[src/hw/rtl/amru_pkg.sv]
package amru_pkg;

  // Memory geometry: a power-of-two number of 64-bit words.
  localparam int MEM_WORDS = 1024;
  localparam int WORD_AW   = $clog2(MEM_WORDS);

  typedef logic [WORD_AW-1:0] word_addr_t;

  // Operation codes.
  typedef logic [3:0] func_t;
  localparam func_t FN_SWAP   = 4'd0;
  localparam func_t FN_ADD    = 4'd1;
  localparam func_t FN_SUB    = 4'd2;
  localparam func_t FN_AND    = 4'd3;
  localparam func_t FN_OR     = 4'd4;
  localparam func_t FN_XOR    = 4'd5;
  localparam func_t FN_ANDNOT = 4'd6;
  localparam func_t FN_NEG    = 4'd7;
  localparam func_t FN_CAS    = 4'd8;

  // Completion status codes.
  typedef logic [1:0] status_t;
  localparam status_t ST_DONE     = 2'd0;
  localparam status_t ST_BAD_SIZE = 2'd1;
  localparam status_t ST_BAD_FUNC = 2'd2;

  // One request to the data memory: two reads and one write per cycle.
  typedef struct packed {
    logic        re;
    word_addr_t  raddr_lo;
    word_addr_t  raddr_hi;
    logic        we;
    word_addr_t  waddr;
    logic [63:0] wdata;
  } mem_req_t;

  // Byte mask of an operand of the given size; invalid sizes never use it.
  function automatic logic [63:0] size_mask(input logic [3:0] size);
    logic [63:0] m;
    case (size)
      4'd1:    m = 64'h0000_0000_0000_00FF;
      4'd2:    m = 64'h0000_0000_0000_FFFF;
      4'd4:    m = 64'h0000_0000_FFFF_FFFF;
      default: m = '1;
    endcase
    return m;
  endfunction

endpackage

[src/hw/rtl/amru_alu.sv]
module amru_alu (
  input  amru_pkg::func_t func,
  input  logic [63:0]     old_value,
  input  logic [63:0]     operand,
  input  logic [63:0]     expected_value,
  input  logic [63:0]     mask,
  output logic [63:0]     new_value,
  output logic            store
);
  import amru_pkg::*;

  logic [63:0] opnd;
  logic [63:0] expv;
  logic [63:0] res;

  assign opnd = operand & mask;
  assign expv = expected_value & mask;

  // New value of the operation; compare-and-swap stores only on a match.
  always_comb begin
    store = 1'b1;
    case (func)
      FN_SWAP:   res = opnd;
      FN_ADD:    res = old_value + opnd;
      FN_SUB:    res = old_value - opnd;
      FN_AND:    res = old_value & opnd;
      FN_OR:     res = old_value | opnd;
      FN_XOR:    res = old_value ^ opnd;
      FN_ANDNOT: res = old_value & ~opnd;
      FN_NEG:    res = 64'd0 - old_value;
      default: begin
        res   = opnd;
        store = (old_value == expv);
      end
    endcase
  end

  assign new_value = res & mask;

endmodule

[config.mk]
export PLATFORM = sky130hd
export DESIGN_NAME = amru_alu
export DESIGN_NICKNAME = d
export VERILOG_FILES = /design/src/hw/rtl/amru_pkg.sv /design/src/hw/rtl/amru_alu.sv
export SDC_FILE = /design/constraint.sdc
export NUM_CORES = 1
export LEC_CHECK = 0
export BUFFER_PORTS_ARGS = -buffer_cell sky130_fd_sc_hd__buf_2
export CORE_AREA = 2 2 143 145
export DETAILED_ROUTE_END_ITERATION = 10
export DIE_AREA = 0 0 145 147
export PLACE_DENSITY = 0.95
export SLEW_MARGIN = 40
export SYNTH_ARGS = -nofsm -noshare
export SYNTH_HDL_FRONTEND = slang
export SYNTH_SLANG_ARGS = --single-unit
[constraint.sdc]
create_clock -name vclk -period 17
set_input_delay 5.1 -clock vclk [all_inputs]
set_output_delay 5.1 -clock vclk [all_outputs]
set_load 0.01 [all_outputs]
==> metrics.csv <==
stage,metric,value,unit
global_route,grt_overflow,0,
worst_setup_path,crit_slowest_cell,o31ai_1,
placement,hpwl,43400,µm
sta,hold_violations,0,
sta,rsz0062_at_grt,false,
global_route,grt_pass1_wl,84300,µm
sta,tightest_slew,0.911,ns
hold_path,holdPathStages,4,
die,core,19800,µm²
worst_setup_path,crit_arrival,10.76,ns
routing,firstDrtPassIters,8,
final_layout,instances_no_fill,2444,
power_and_ir_drop,power_frac_clock,0,
power_and_ir_drop,power.leakage,0.00589,µW
global_route,grt_max_degree,90,
yosys,synth_area_per_cell,6.13,µm²
final_layout,seq_cell_count,0,
flow_run,drv_cap,0,
placement,dp_slack,1.49,ns
power_and_ir_drop,power_density,33.8,nW/µm²
hold_path,hold_path_startpoint,mask[16],
cts,post_cts_buffers,0,
placement,place.gp.congestion,1.07,
final_layout,finalNetCount,2564,
worst_setup_path,crit_path_end_kind,output pin,
cts,hold_buffers,0,
yosys,postSynthCellCount,1944,
final_layout,register_area,0,µm²
routing,first_iter_violations,2333,
sta,max_freq,63.1,MHz
yosys,seq_area_frac_synth,0,
routing,wl_per_cell,22.5,µm
routing,drc,0,
die,die-area,21300,µm²
global_route,grt_util_all_layers,0.484,
cts,post_cts_resized,0,
worst_setup_path,cp.buffers_inverters,2,
die,die_w,145,µm
sta,hold-worst-slack,10.54,ns
worst_setup_path,crit_family,compound AO/OA/AOI/OAI gates,
worst_setup_path,startpoint_type,input pin,
routing,ant_nets,0,
power_and_ir_drop,seq_power_share,0,
worst_setup_path,critical_path.cell_chain,"buf_2, a222oi_1, nand4_1, a2111oi_4, nand4_1, a21oi_1, a41oi_1, xor2_1, ha_1, nand3_1, nor3_1, nand2_1, o21ai_2, a41oi_1, o31ai_1, xnor2_1, a21oi_1, buf_2",
sta,max_slew_margin,0.387,
placement,place_area,13600,µm²
sta,fin_crit,15.86,ns
final_layout,syn2layout_area_growth,14.3,%
yosys,synth_cell_types,86,
die,num_rows,52,
worst_setup_path,cpPeakStageDelay,0.80,ns
worst_setup_path,cp.required,11.90,ns
final_layout,clock_buffers,0,
global_route,grt_pass1_vias,15900,
routing,viasPerCell,7.10,
power_and_ir_drop,peakVddDrop,0.0245,mV
power_and_ir_drop,netSwitchingFraction,0.638,
die,start_util,0.600,
yosys,synth_warnings,0,
global_route,antenna_found_initial,2,
outcome,status,finished clean,
yosys,netlist_area,11900,µm²
final_layout,final_common_cell,buf_2,
sta,setup_viol,0,
placement,io_buffer_count,325,
routing,vias,17300,
sta,fin_crit_sh,0.933,
hold_path,hold_path_end,new_value[16],
routing,routed_wirelength,54900,µm
worst_setup_path,cp_max_fo,9,
power_and_ir_drop,switching_power,294,µW
sta,fin_tns_setup,0,ns
sta,worst_slack,1.14,ns
sta,final-max-slew-violation-count,0,
power_and_ir_drop,internal-power,167,µW
worst_setup_path,crit_start,mask[7],
die,die_h,147,µm
power_and_ir_drop,combPwrFrac,1.000,
hold_path,hp-class,input pin to output pin,
die,boundaryPins,325,
final_layout,drive_above_1_share,0.175,
worst_setup_path,worstSetupPathType,input pin to output pin,
final_layout,mostFrequentLayoutCells,"buf_2 (325), nand2_1 (306), o21ai_0 (222)",
final_layout,fin_area,13600,µm²
yosys,synth_nets,2334,
placement,dp_cells,2441,
==> Yosys cell counts, types with 5 or more instances <==
library cell  count  share of area
a211o_1           5         0.0037
a211oi_1         13         0.0082
a21o_1           29          0.018
a21oi_1         179          0.075
a221o_1           9         0.0076
a221oi_1         28          0.021
a222oi_1          6         0.0050
a22oi_1           7         0.0044
a311oi_1          5         0.0037
a31oi_1          63          0.033
a41oi_1          10         0.0074
and2_1           10         0.0053
and3_1           25          0.013
and4_1            7         0.0051
buf_1             6         0.0019
buf_2             7         0.0029
clkbuf_1         95          0.030
ha_1            129           0.14
inv_1            94          0.030
nand2_1         306          0.096
nand2b_1          8         0.0042
nand3_1          53          0.022
nand4_1          49          0.026
nor2_1          112          0.035
nor2b_1          11         0.0058
nor3_1           61          0.026
nor4_1           20          0.011
o2111ai_1         5         0.0037
o211ai_1         19          0.012
o21a_1           15         0.0095
o21ai_0         222          0.093
o21ai_1          11         0.0046
o21bai_1         12         0.0076
o221ai_1         18          0.013
o31ai_1           9         0.0057
or2_2             5         0.0026
or3_1            17         0.0089
xnor2_1         122          0.090
xor2_1           58          0.043
==> layer usage <==
| layer | global-route usage | vias up | wire length (µm) |
|---|---|---|---|
| li1 | - | 7697 | - |
| met1 | 0.602 | 7835 | 20100 |
| met2 | 0.775 | 1478 | 23400 |
| met3 | 0.0938 | 331 | 7260 |
| met4 | 0.299 | 0 | 4130 |
| met5 | 0 | - | 0 |
==> logic make-up after synthesis <==
| kind of cell | after synthesis | synth area share |
|---|---|---|
| and+or+nand+nor | 711 | 0.283 |
| adders and majority gates | 130 | 0.137 |
| muxes | 1 | 0.000840 |
| xor gates and xnor gates | 180 | 0.132 |
| AOI/OAI and AO/OA | 718 | 0.380 |
| buffers and inverters | 204 | 0.0660 |
==> power by group through the flow <==
| stage | clock network, µW | registers, µW | logic, µW |
|---|---|---|---|
| 3_3_place_gp | 0 | 0 | 434 |
| 4_1_cts | 0 | 0 | 441 |
| 2_1_floorplan | 0 | 0 | 286 |
| 6_report | 0.0000157 | 0 | 461 |
| 3_5_place_dp | 0 | 0 | 438 |
| 5_1_grt | 0.0000157 | 0 | 492 |
==> worst max path at each step <==
| stage | end | slack [ns] | cells past startpoint |
|---|---|---|---|
| global placement | new_value[52] | 1.71 | 18 |
| floorplan | new_value[60] | 2.60 | 18 |
| CTS | new_value[56] | 1.49 | 18 |
| global route | new_value[52] | 1.04 | 18 |
| finish | new_value[52] | 1.14 | 18 |
| detailed placement | new_value[56] | 1.49 | 18 |
==> worst min-delay path, stage by stage <==
cell and delay [ns]:
buf_2 0.11, o21ai_0 0.06, nor2_1 0.04, buf_2 0.13
==> through the flow <==
step	power [µW]	utilization
floorplan	286	-
global placement	434	0.684
detailed placement	438	0.685
CTS	441	0.685
global route	492	0.686
finish	461	0.686
==> layout make-up <==
type	count	area [µm²]
Antenna cell	2	5.00
Tap cell	270	338
Fill cell	1804	6230
Inverter	94	353
Timing Repair Buffer	338	1740
Multi-Input combinational cell	1740	11200
Power figures use the tool's default switching activity.
